File: config.mk
export PLATFORM = sky130hd
export DESIGN_NAME = linear_resampler_with_downmix_unit
export DESIGN_NICKNAME = d
export VERILOG_FILES = /design/src/rtl/lrdm_pkg.sv /design/src/rtl/lrdm_ctrl.sv /design/src/rtl/lrdm_dp.sv /design/src/rtl/linear_resampler_with_downmix_unit.sv
export SDC_FILE = /design/constraint.sdc
export NUM_CORES = 2
export LEC_CHECK = 0
export BUFFER_PORTS_ARGS = -buffer_cell sky130_fd_sc_hd__clkbuf_2
export CORE_MARGIN = 2
export CORE_UTILIZATION = 50
export DETAILED_ROUTE_END_ITERATION = 7
export GPL_TIMING_DRIVEN = 0
export PLACE_DENSITY_LB_ADDON = 0.1
export SYNTH_ARGS = -nofsm -noshare
export SYNTH_HDL_FRONTEND = slang
export SYNTH_SLANG_ARGS = --single-unit
File: constraint.sdc
create_clock -name i_clk -period 11.97 [get_ports i_clk]
set_input_delay 2.394 -clock i_clk [delete_from_list [all_inputs] [get_ports i_clk]]
set_output_delay 2.394 -clock i_clk [all_outputs]
set_load 0.1 [all_outputs]
File: src/rtl/lrdm_pkg.sv
`timescale 1ns / 1ps
package lrdm_pkg;

    localparam int RATE_W     = 18;
    localparam int SAMPLE_W   = 16;
    localparam int CFG_IDX_W  = 2;
    localparam int DIV_W      = 34;
    localparam int MAX_RESULTS_DEF = 64;

    localparam logic [CFG_IDX_W-1:0] CFG_INPUT_RATE     = 2'd0;
    localparam logic [CFG_IDX_W-1:0] CFG_OUTPUT_RATE    = 2'd1;
    localparam logic [CFG_IDX_W-1:0] CFG_STEREO_DOWNMIX = 2'd2;

    localparam logic [RATE_W-1:0] IN_RATE_RST  = 18'd44100;
    localparam logic [RATE_W-1:0] OUT_RATE_RST = 18'd48000;
    localparam logic              DOWNMIX_RST  = 1'b1;

    localparam logic REQ_FRAME = 1'b0;
    localparam logic REQ_FLUSH = 1'b1;

    typedef struct packed {
        logic frame;
        logic flush_clear;
        logic flush_out;
        logic mul;
        logic div_step;
        logic emit;
        logic finish;
    } t_cmd;

    typedef struct packed {
        logic frame_run;
        logic flush_emit;
        logic out_free;
        logic div_done;
        logic last;
        logic need_mod;
    } t_sts;

endpackage

File: src/rtl/lrdm_ctrl.sv
`timescale 1ns / 1ps
module lrdm_ctrl (
    input  logic              i_clk,
    input  logic              i_rst_n,
    input  logic              i_in_valid,
    input  logic              i_req_type,
    input  lrdm_pkg::t_sts    i_sts,
    output lrdm_pkg::t_cmd    o_cmd,
    output logic              o_in_stall
);

    typedef enum logic [6:0] {
        S_IDLE  = 7'b0000001,
        S_FLUSH = 7'b0000010,
        S_MUL   = 7'b0000100,
        S_DIV   = 7'b0001000,
        S_EMIT  = 7'b0010000,
        S_MOD   = 7'b0100000,
        S_FIN   = 7'b1000000
    } t_state;

    t_state r_state;
    t_state n_state;

    always_ff @(posedge i_clk) begin
        if (!i_rst_n) begin
            r_state <= S_IDLE;
        end else begin
            r_state <= n_state;
        end
    end

    assign o_in_stall = (r_state != S_IDLE);

    always_comb begin
        n_state = r_state;
        o_cmd   = '0;
        unique case (r_state)
            S_IDLE: begin
                if (i_in_valid) begin
                    if (i_req_type == lrdm_pkg::REQ_FLUSH) begin
                        if (i_sts.flush_emit) begin
                            n_state = S_FLUSH;
                        end else begin
                            o_cmd.flush_clear = 1'b1;
                        end
                    end else begin
                        o_cmd.frame = 1'b1;
                        if (i_sts.frame_run) begin
                            n_state = S_MUL;
                        end
                    end
                end
            end
            S_FLUSH: begin
                if (i_sts.out_free) begin
                    o_cmd.flush_out = 1'b1;
                    n_state = S_IDLE;
                end
            end
            S_MUL: begin
                o_cmd.mul = 1'b1;
                n_state = S_DIV;
            end
            S_DIV: begin
                o_cmd.div_step = 1'b1;
                if (i_sts.div_done) begin
                    n_state = S_EMIT;
                end
            end
            S_EMIT: begin
                if (i_sts.out_free) begin
                    o_cmd.emit = 1'b1;
                    if (!i_sts.last) begin
                        n_state = S_MUL;
                    end else if (i_sts.need_mod) begin
                        n_state = S_MOD;
                    end else begin
                        n_state = S_IDLE;
                    end
                end
            end
            S_MOD: begin
                o_cmd.div_step = 1'b1;
                if (i_sts.div_done) begin
                    n_state = S_FIN;
                end
            end
            S_FIN: begin
                o_cmd.finish = 1'b1;
                n_state = S_IDLE;
            end
            default: begin
                n_state = S_IDLE;
            end
        endcase
    end

endmodule

File: src/rtl/lrdm_dp.sv
`timescale 1ns / 1ps
module lrdm_dp #(
    parameter int MAX_RESULTS = lrdm_pkg::MAX_RESULTS_DEF
) (
    input  logic                                  i_clk,
    input  logic                                  i_rst_n,
    input  lrdm_pkg::t_cmd                        i_cmd,
    output lrdm_pkg::t_sts                        o_sts,
    input  logic signed [lrdm_pkg::SAMPLE_W-1:0]  i_sample_left,
    input  logic signed [lrdm_pkg::SAMPLE_W-1:0]  i_sample_right,
    input  logic                                  i_cfg_write,
    input  logic [lrdm_pkg::CFG_IDX_W-1:0]        i_cfg_index,
    input  logic [lrdm_pkg::RATE_W-1:0]           i_cfg_data,
    input  logic                                  i_out_stall,
    output logic                                  o_out_valid,
    output logic signed [lrdm_pkg::SAMPLE_W-1:0]  o_out_left,
    output logic signed [lrdm_pkg::SAMPLE_W-1:0]  o_out_right,
    output logic                                  o_last_of_run
);

    localparam int RW = lrdm_pkg::RATE_W;
    localparam int SW = lrdm_pkg::SAMPLE_W;
    localparam int DW = lrdm_pkg::DIV_W;
    localparam int CW = $clog2(MAX_RESULTS + 1);
    localparam int DCW = $clog2(DW);

    // configuration
    logic [RW-1:0] r_in_rate;
    logic [RW-1:0] r_out_rate;
    logic          r_downmix;

    // converter state
    logic [SW-1:0] r_prev;
    logic          r_have;
    logic [RW-1:0] r_phase;

    // run state
    logic [SW-1:0]  r_cur;
    logic [RW-1:0]  r_t;
    logic [CW-1:0]  r_cnt;
    logic           r_neg;

    // shared restoring divider
    logic [DW-1:0]  r_quo;
    logic [RW-1:0]  r_rem;
    logic [DCW-1:0] r_div_cnt;
    logic           r_div_mod;

    // output register
    logic          r_out_valid;
    logic [SW-1:0] r_out_left;
    logic          r_out_last;

    logic [SW:0]     sum_lr;
    logic [SW:0]     sum_rnd;
    logic [SW-1:0]   cur;
    logic [SW:0]     delta;
    logic [SW:0]     mag;
    logic [DW:0]     prod_full;
    logic [RW-1:0]   divisor;
    logic [RW:0]     rem_sh;
    logic            rem_ge;
    logic [RW:0]     rem_sub;
    logic [RW-1:0]   rem_nx;
    logic [RW:0]     t_next;
    logic            ticks_done;
    logic            cap_hit;
    logic [SW:0]     q_mag;
    logic [SW+1:0]   q_signed;
    logic [SW+1:0]   interp;
    logic            rates_ok;
    logic            out_free;

    // (l + r) / 2 truncating toward zero
    assign sum_lr  = {i_sample_left[SW-1], i_sample_left} + {i_sample_right[SW-1], i_sample_right};
    assign sum_rnd = sum_lr + {{SW{1'b0}}, sum_lr[SW]};
    assign cur     = r_downmix ? sum_rnd[SW:1] : i_sample_left;

    assign delta     = {r_cur[SW-1], r_cur} - {r_prev[SW-1], r_prev};
    assign mag       = delta[SW] ? (~delta + 1'b1) : delta;
    assign prod_full = {{(DW-SW){1'b0}}, mag} * {{(DW+1-RW){1'b0}}, r_t};

    assign divisor = r_div_mod ? r_in_rate : r_out_rate;
    assign rem_sh  = {r_rem, r_quo[DW-1]};
    assign rem_ge  = (rem_sh >= {1'b0, divisor});
    assign rem_sub = rem_sh - {1'b0, divisor};
    assign rem_nx  = rem_ge ? rem_sub[RW-1:0] : rem_sh[RW-1:0];

    assign t_next     = {1'b0, r_t} + {1'b0, r_in_rate};
    assign ticks_done = (t_next >= {1'b0, r_out_rate});
    assign cap_hit    = ((r_cnt + 1'b1) == CW'(MAX_RESULTS));

    assign q_mag    = r_quo[SW:0];
    assign q_signed = r_neg ? (~{1'b0, q_mag} + 1'b1) : {1'b0, q_mag};
    assign interp   = {{2{r_prev[SW-1]}}, r_prev} + q_signed;

    assign rates_ok = (r_in_rate != '0) && (r_out_rate != '0);
    assign out_free = !r_out_valid || !i_out_stall;

    assign o_sts.frame_run  = rates_ok && r_have && (r_phase < r_out_rate);
    assign o_sts.flush_emit = r_have && (r_phase == '0);
    assign o_sts.out_free   = out_free;
    assign o_sts.div_done   = (r_div_cnt == DCW'(DW - 1));
    assign o_sts.last       = ticks_done || cap_hit;
    assign o_sts.need_mod   = !ticks_done;

    always_ff @(posedge i_clk) begin
        if (!i_rst_n) begin
            r_in_rate  <= lrdm_pkg::IN_RATE_RST;
            r_out_rate <= lrdm_pkg::OUT_RATE_RST;
            r_downmix  <= lrdm_pkg::DOWNMIX_RST;
        end else if (i_cfg_write) begin
            unique case (i_cfg_index)
                lrdm_pkg::CFG_INPUT_RATE:     r_in_rate  <= i_cfg_data;
                lrdm_pkg::CFG_OUTPUT_RATE:    r_out_rate <= i_cfg_data;
                lrdm_pkg::CFG_STEREO_DOWNMIX: r_downmix  <= i_cfg_data[0];
                default: ;
            endcase
        end
    end

    always_ff @(posedge i_clk) begin
        if (!i_rst_n) begin
            r_prev  <= '0;
            r_have  <= 1'b0;
            r_phase <= '0;
        end else begin
            if (i_cmd.flush_clear || i_cmd.flush_out) begin
                r_prev  <= '0;
                r_have  <= 1'b0;
                r_phase <= '0;
            end
            if (i_cmd.frame && rates_ok) begin
                if (!r_have) begin
                    r_prev <= cur;
                    r_have <= 1'b1;
                end else if (r_phase >= r_out_rate) begin
                    r_phase <= r_phase - r_out_rate;
                    r_prev  <= cur;
                end
            end
            if (i_cmd.emit && o_sts.last && ticks_done) begin
                r_phase <= t_next[RW-1:0] - r_out_rate;
                r_prev  <= r_cur;
            end
            if (i_cmd.finish) begin
                r_phase <= (r_rem == '0) ? '0 : (r_in_rate - r_rem);
                r_prev  <= r_cur;
            end
        end
    end

    always_ff @(posedge i_clk) begin
        if (i_cmd.frame) begin
            r_cur <= cur;
            r_t   <= r_phase;
            r_cnt <= '0;
        end
        if (i_cmd.mul) begin
            r_quo     <= prod_full[DW-1:0];
            r_rem     <= '0;
            r_div_cnt <= '0;
            r_div_mod <= 1'b0;
            r_neg     <= delta[SW];
        end
        if (i_cmd.div_step) begin
            r_quo     <= {r_quo[DW-2:0], rem_ge};
            r_rem     <= rem_nx;
            r_div_cnt <= r_div_cnt + 1'b1;
        end
        if (i_cmd.emit) begin
            r_t   <= t_next[RW-1:0];
            r_cnt <= r_cnt + 1'b1;
            if (o_sts.last && !ticks_done) begin
                r_quo     <= {{(DW-RW){1'b0}}, r_out_rate - t_next[RW-1:0]};
                r_rem     <= '0;
                r_div_cnt <= '0;
                r_div_mod <= 1'b1;
            end
        end
    end

    always_ff @(posedge i_clk) begin
        if (!i_rst_n) begin
            r_out_valid <= 1'b0;
        end else if (i_cmd.emit || i_cmd.flush_out) begin
            r_out_valid <= 1'b1;
        end else if (!i_out_stall) begin
            r_out_valid <= 1'b0;
        end
    end

    always_ff @(posedge i_clk) begin
        if (i_cmd.emit) begin
            r_out_left <= interp[SW-1:0];
            r_out_last <= o_sts.last;
        end else if (i_cmd.flush_out) begin
            r_out_left <= r_prev;
            r_out_last <= 1'b1;
        end
    end

    assign o_out_valid   = r_out_valid;
    assign o_out_left    = r_out_left;
    assign o_out_right   = r_out_left;
    assign o_last_of_run = r_out_last;

endmodule

File: src/rtl/linear_resampler_with_downmix_unit.sv
`timescale 1ns / 1ps
// Linear-interpolation sample rate converter with optional stereo downmix. One input item
// is taken at a time. A frame first takes the item, then per result does a multiply, 34
// steps of a shared restoring divider and an output load, which waits while a result
// is stalled in the output register. A run capped at MAX_RESULTS adds one more pass of
// the same divider plus a phase update, to recompute the phase. Results sit in an output
// register, so the next item is taken while the final result of a run still waits.
// Configuration writes are always ready and should only be issued while the block is idle.
module linear_resampler_with_downmix_unit #(
    parameter int MAX_RESULTS = lrdm_pkg::MAX_RESULTS_DEF
) (
    input  logic                                  i_clk,
    input  logic                                  i_rst_n,
    input  logic                                  i_in_valid,
    output logic                                  o_in_stall,
    input  logic                                  i_req_type,
    input  logic signed [lrdm_pkg::SAMPLE_W-1:0]  i_sample_left,
    input  logic signed [lrdm_pkg::SAMPLE_W-1:0]  i_sample_right,
    output logic                                  o_out_valid,
    input  logic                                  i_out_stall,
    output logic signed [lrdm_pkg::SAMPLE_W-1:0]  o_out_left,
    output logic signed [lrdm_pkg::SAMPLE_W-1:0]  o_out_right,
    output logic                                  o_last_of_run,
    input  logic                                  i_cfg_valid,
    output logic                                  o_cfg_ready,
    input  logic [lrdm_pkg::CFG_IDX_W-1:0]        i_cfg_index,
    input  logic [lrdm_pkg::RATE_W-1:0]           i_cfg_data
);

    lrdm_pkg::t_cmd cmd;
    lrdm_pkg::t_sts sts;

    assign o_cfg_ready = 1'b1;

    lrdm_ctrl u_ctrl (
        .i_clk      (i_clk),
        .i_rst_n    (i_rst_n),
        .i_in_valid (i_in_valid),
        .i_req_type (i_req_type),
        .i_sts      (sts),
        .o_cmd      (cmd),
        .o_in_stall (o_in_stall)
    );

    lrdm_dp #(
        .MAX_RESULTS (MAX_RESULTS)
    ) u_dp (
        .i_clk          (i_clk),
        .i_rst_n        (i_rst_n),
        .i_cmd          (cmd),
        .o_sts          (sts),
        .i_sample_left  (i_sample_left),
        .i_sample_right (i_sample_right),
        .i_cfg_write    (i_cfg_valid && o_cfg_ready),
        .i_cfg_index    (i_cfg_index),
        .i_cfg_data     (i_cfg_data),
        .i_out_stall    (i_out_stall),
        .o_out_valid    (o_out_valid),
        .o_out_left     (o_out_left),
        .o_out_right    (o_out_right),
        .o_last_of_run  (o_last_of_run)
    );

endmodule

# --- After elaboration in Yosys (flattened, before gate mapping) ---
# Cells that the tools add are included.
# W data, S select, Z words.
totals:
  reg_bits: 198
  out_inout_bits: 36
op_classes:
  addsub: 14
  mul: 1
  n_lt_le_gt_ge: 4
  eq_ne: 20
  muxes: 68
  bitwise: 2
  n_reduce_logical: 27
op_table:
  columns: ["op", "n"]
  rows:
  - ["$mux W18", 15]
  - ["$mux W16", 10]
  - ["$mux W34", 4]
  - ["$sub A18 B18 Y18", 5]
  - ["$mux W7", 10]
  - ["$pmux W7 S6", 1]
  - ["$ge A19 B18 Y1", 2]
  - ["$logic_not A18 Y1", 2]
  - ["$mux W6", 6]
  - ["$reduce_bool A18 Y1", 2]
  - ["$mul A17 B18 Y34", 1]
  - ["$add A18 B18 Y19", 1]
  - ["$mux W1", 19]
  - ["$ge A18 B18 Y1", 1]
  - ["$lt A18 B18 Y1", 1]
  - ["$add A16 B16 Y17", 1]
  - ["$add A17 B1 Y17", 1]
  - ["$add A17 B1 Y17 const B", 1]
  - ["$mux W17", 1]
  - ["$not A17 Y17", 1]
  - ["$sub A16 B16 Y17", 1]
  - ["$add A16 B1 Y16 const B", 1]
  - ["$add A16 B16 Y16", 1]
  - ["$not A16 Y16", 1]
  - ["25 further kinds", 47]

# --- Depth between registers and ports, before layout ---
logic_depth:
  ltp_word: 13
  ltp_mapped: 38
  ltp_nobuf: 35

# --- By module ---
# A second synthesis with hierarchy kept.
hier_totals:
  hier_cells: 3365
  hier_area_um2: 27341.2
modules_own_cells:
  columns: ["module", "n_inst", "cells_each", "area_per_inst_um2", "seq_area_each_um2"]
  rows:
  - ["lrdm_dp", 1, 3295, 26807.0, 4414.2]
  - ["lrdm_ctrl", 1, 68, 523.0, 140.1]
  - ["linear_resampler_with_downmix_unit", 1, 2, 11.3, 0.0]

# --- Least setup slack after synthesis ---
# OpenSTA, ideal clock, no wires.
synth_path:
  kind: "reg-to-reg"
  startpoint: "reg u_dp.r_cur[0]"
  endpoint: "reg u_dp.r_quo[25]"
  setup_ps: 134
  arrival_time_ps: 8828
  t_required_ps: 11836
  slack_ps: 3008
  path_stages_with_launch: 38
  path_buffers: 4
  path_cell_list: "edfxtp_1 -> inv_1 -> ha_1 -> fa_1 -> nor2b_1 -> o2111a_1 -> nand4bb_1 -> a41o_1 -> buf_2 -> a32o_1 -> clkbuf_1 -> buf_2 -> nor2_1 -> xnor2_1 -> buf_2 -> nand2_1 -> fa_1 -> inv_1 -> [2 not listed] -> fa_1 -> inv_1 -> fa_1 -> fa_1 -> inv_1 -> fa_1 -> inv_1 -> ha_1 -> a21o_1 -> a2111oi_0 -> a22o_1 -> o31ai_1 -> a2111oi_0 -> nor3_1 -> a21o_1 -> a311oi_1 -> xor2_1 -> o22ai_1"
synth_via:
  elab_chain_cells: 9
synth_rtl:
  columns: ["item", "line", "rtl"]
  rows:
  - ["start: declaration", "lrdm_dp.sv:38", "logic [SW-1:0] r_cur;"]
  - ["start signal: assignment", "lrdm_dp.sv:155", "r_cur <= cur;"]
  - ["$sub A16 B16 Y17 *", "lrdm_dp.sv:79", "assign delta = {r_cur[SW-1], r_cur} - {r_prev[SW-1], r_prev};"]
  - ["$not A17 Y17", "lrdm_dp.sv:80", "assign mag = delta[SW] ? (~delta + 1'b1) : delta;"]
  - ["$add A17 B1 Y17", "lrdm_dp.sv:80", null]
  - ["$mux W17 *", "lrdm_dp.sv:80", null]
  - ["$mul A17 B18 Y34 *", "lrdm_dp.sv:81", "assign prod_full = {{(DW-SW){1'b0}}, mag} * {{(DW+1-RW){1'b0}}, r_t};"]
  - ["$mux W34 *", "lrdm_dp.sv:159", "if (i_cmd.mul) begin"]
  - ["$mux W34 *", "lrdm_dp.sv:166", "if (i_cmd.div_step) begin"]
  - ["$mux W34", "lrdm_dp.sv:174", "if (o_sts.last && !ticks_done) begin"]
  - ["$mux W34 *", "lrdm_dp.sv:171", "if (i_cmd.emit) begin"]
  - ["end signal: assignment", "lrdm_dp.sv:160", "r_quo <= prod_full[DW-1:0];"]
  - ["end signal: assignment", "lrdm_dp.sv:167", "r_quo <= {r_quo[DW-2:0], rem_ge};"]
  - ["end signal: assignment", "lrdm_dp.sv:175", "r_quo <= {{(DW-RW){1'b0}}, r_out_rate - t_next[RW-1:0]};"]
  - ["end: declaration", "lrdm_dp.sv:44", "logic [DW-1:0] r_quo;"]
# Every way passes the cells marked *; elsewhere a longest branch is shown, timed or not.
# A chain may end at the register's enable or synchronous reset.

# --- Worst setup path in the final report ---
# Ends and elaborated chain as after synthesis.

==> metrics.txt <==
fill cell count=roughly 5k; outcome=finished with violations; Initial Util=about 51%; Synth top area share=a little under a fifth; layout cells sized above 1=5.70%; WP data required=12.28 ns; Rows=84; dominant cell type by area after synthesis=fa_1; dpl hpwl=roughly 74000 um; die area=55500 um2; final setup fails=0; DRT iter0 DRCs=approximately 1.9k; Worst Reg-to-Reg Cells=36; Post-synth top flop=dfxtp_1; Remaining DRCs=0; CP Launch Type=flip-flop; Hold Crit Start=u_dp.r_div_cnt[4]; slew margin rel.=-0.949%; type of the most critical hold path=flip-flop to flip-flop; Final Cycle Share=about nine tenths; YS warnings=0; final cell count without fillers=between 4k and 5k; Syn Nets=between 3k and 4k; Critical Path AT=roughly 11 ns; ys async rst share=0%; Final Routed Wirelength=around 89000 um; CTS tree=yes; fin. max-slew vios=10; Placed Cells=between 4k and 5k; H-tree lvl count=4; vias in the first global route=between 20k and 25k; total setup buffers inserted after CTS=0; Final TNS setup=0 ns; area delta synth->final=7.36%; worst slew pin tran=~1.5 ns; violated checks=capacitance limit, slew limit; Net count, final=3957; WL/cell=between 20 and 25 um; Clk Latency, worst-skew pair=0.47 ns; Synth Cell Area=roughly 27000 um2; Yosys reg bits=just under 200; first-pass GRT wire length=~140000 um; CP max-delay cell=xnor2_1; CTS Hold Bufs=0; CTS Buffer Depth=2; most frequent CP cell=fa_1; crit-path max FO=10; WS Path Type=flip-flop to flip-flop; Die Y-Extent=between 200 and 250 um; Vias per Instance=a little under 6; port bufs=between 90 and 100; largest net degree at the start of global routing=26; skew final=between 0.015 and 0.02 ns; antenna violations before repair=3; Post-CTS Resized=0; CP Capture Type=flip-flop; MaxCap Viol Count=1; CP peak stage delay=roughly 1.2 ns; hold violation count in the final report=0; total gr overflow=0; via count=around 24k; Final min period=10.82 ns; unrepaired setup endpoints after global routing=no; Clock Pin Slew Worst Setup and Hold Paths=0.08 ns; Sink Count=between 150 and 200; Cells after Synth=~3.3k; Min Hold Slack=roughly 0.5 ns; critical path launch point=u_dp.r_cur[0]; Num CTS Buffers=17; Cell variety after synth=slightly below 90; number of synthesized flops with an enable pin=59; GPL Wtd Cong=about 0.95; gr usage total=approximately a third; Synth area leaders=fa_1 (18%), ha_1 (12%), dfxtp_1 (10%); Detailed Routing Iterations Pass 1=6; reg2reg start=u_dp.r_cur[0]; register area share after synthesis=approximately 17%; hold depth=2; Mapped Avg Cell Area=just over 8 um2; core area=about 53000 um2; Ports=between 90 and 100; Die W=between 200 and 250 um; clock root buffer=clkbuf_16; fmax=about 90 MHz; Antenna Nets Post-Route=0
worst paths after layout:
| kind | endpoint | slack (ns) |
|---|---|---|
| worst max-delay path | u_dp.r_quo[25] | 1.15 |
| worst min-delay path | u_dp.r_div_cnt[4] | 0.50 |
| worst min register to register | u_dp.r_div_cnt[4] | 0.50 |
| worst max register to register | u_dp.r_quo[25] | 1.15 |
through the flow:
step           util, %  worst slack [ns]  cell area, um2
4_1_cts           54.5              1.30           28800
3_5_place_dp      53.4              1.36           28200
2_1_floorplan        -              3.01           26800
3_3_place_gp      53.3              1.46           28100
6_report          54.5              1.15           28800
5_1_grt           54.5             0.673           28800
registers in the layout, indices dropped and copies added (netlist names):
| signal | flops |
|---|---|
| u_dp.r_quo | 34 |
| u_dp.r_in_rate | 18 |
| u_dp.r_out_rate | 18 |
| u_dp.r_phase | 18 |
| u_dp.r_rem | 18 |
| u_dp.r_t | 18 |
| u_dp.o_out_left | 16 |
| u_dp.r_cur | 16 |
| u_dp.r_prev | 16 |
| u_ctrl.r_state | 7 |
| u_dp.r_cnt | 7 |
| u_dp.r_div_cnt | 6 |
| u_dp.o_last_of_run | 1 |
| u_dp.o_out_valid | 1 |
| u_dp.r_div_mod | 1 |
| u_dp.r_downmix | 1 |
| u_dp.r_have | 1 |
| u_dp.r_neg | 1 |
cells in the mapped netlist, drive strengths merged, types with 26 or more instances:
library cell  number
a211oi            35
a21o              60
a21oi            182
a31oi             26
and2              99
buf               44
clkbuf           117
dfxtp            139
edfxtp            59
fa               247
ha               264
inv              432
mux2i             31
nand2            406
nand2b            39
nand3             65
nor2             192
nor2b             30
nor3              64
nor4              29
o21a              30
o21ai            144
xnor2            114
xor2              74
final cells by class:
type / instances / area (um2) / share of cell area (%)
Buffer: 161 / 689 / 2.40
Timing Repair Buffer: 95 / 487 / 1.69
Tap cell: 688 / 861 / 2.99
Antenna cell: 2 / 5.00 / 0.0174
Clock buffer: 17 / 425 / 1.48
Sequential cell: 198 / 4550 / 15.8
Clock inverter: 15 / 183 / 0.635
Multi-Input combinational cell: 2483 / 19900 / 69.3
Inverter: 432 / 1620 / 5.64
per-layer routing:
layer  wire, um  vias up  GRT usage [%]  part of all wire [%]
met5         17        -              0                 0.019
met4       3870        2           14.1                   4.3
met3       6170      190           4.13                   6.9
met2      41300      958           52.5                    46
met1      37800    11700           42.9                    42
li1           -    11300              -                     -
cell families (layout without fill, tap and decap cells):
family	Yosys count	after routing	synth area share [%]
flip-flops	198	198	17.0
multiplexers	37	37	1.41
AO/OA/AOI/OAI	698	698	17.2
AND/OR/NAND/NOR	1047	1047	18.8
XOR/XNOR	189	189	6.23
other	1	3	0.0140
adder cells (fa/ha/maj)	511	511	30.8
buffers and inverters	593	720	8.62
cell usage in the layout, fill, tap and decap left out, drive strengths merged, types with 39 or more instances in the layout:
cell | synthesis | layout
inv | 432 | 441
nand2 | 406 | 406
ha | 264 | 264
fa | 247 | 247
clkbuf | 117 | 226
nor2 | 192 | 192
a21oi | 182 | 182
o21ai | 144 | 144
dfxtp | 139 | 139
xnor2 | 114 | 114
and2 | 99 | 99
xor2 | 74 | 74
nand3 | 65 | 65
nor3 | 64 | 64
a21o | 60 | 60
edfxtp | 59 | 59
buf | 44 | 47
nand2b | 39 | 39
worst max-delay path: cells and delay by family, from the launching register on:
| kind | cells | cell delay (ns) |
|---|---|---|
| fa+ha+maj | 9 | 4.21 |
| compound gates | 12 | 2.80 |
| xor+xnor | 2 | 1.38 |
| buf+inv | 9 | 1.34 |
| simple gates | 4 | 0.61 |
| flops | 1 | 0.35 |
Power is left out: the tool's default activity adds up to more than one toggle a clock period on the data nets, which glitch-free logic cannot reach.
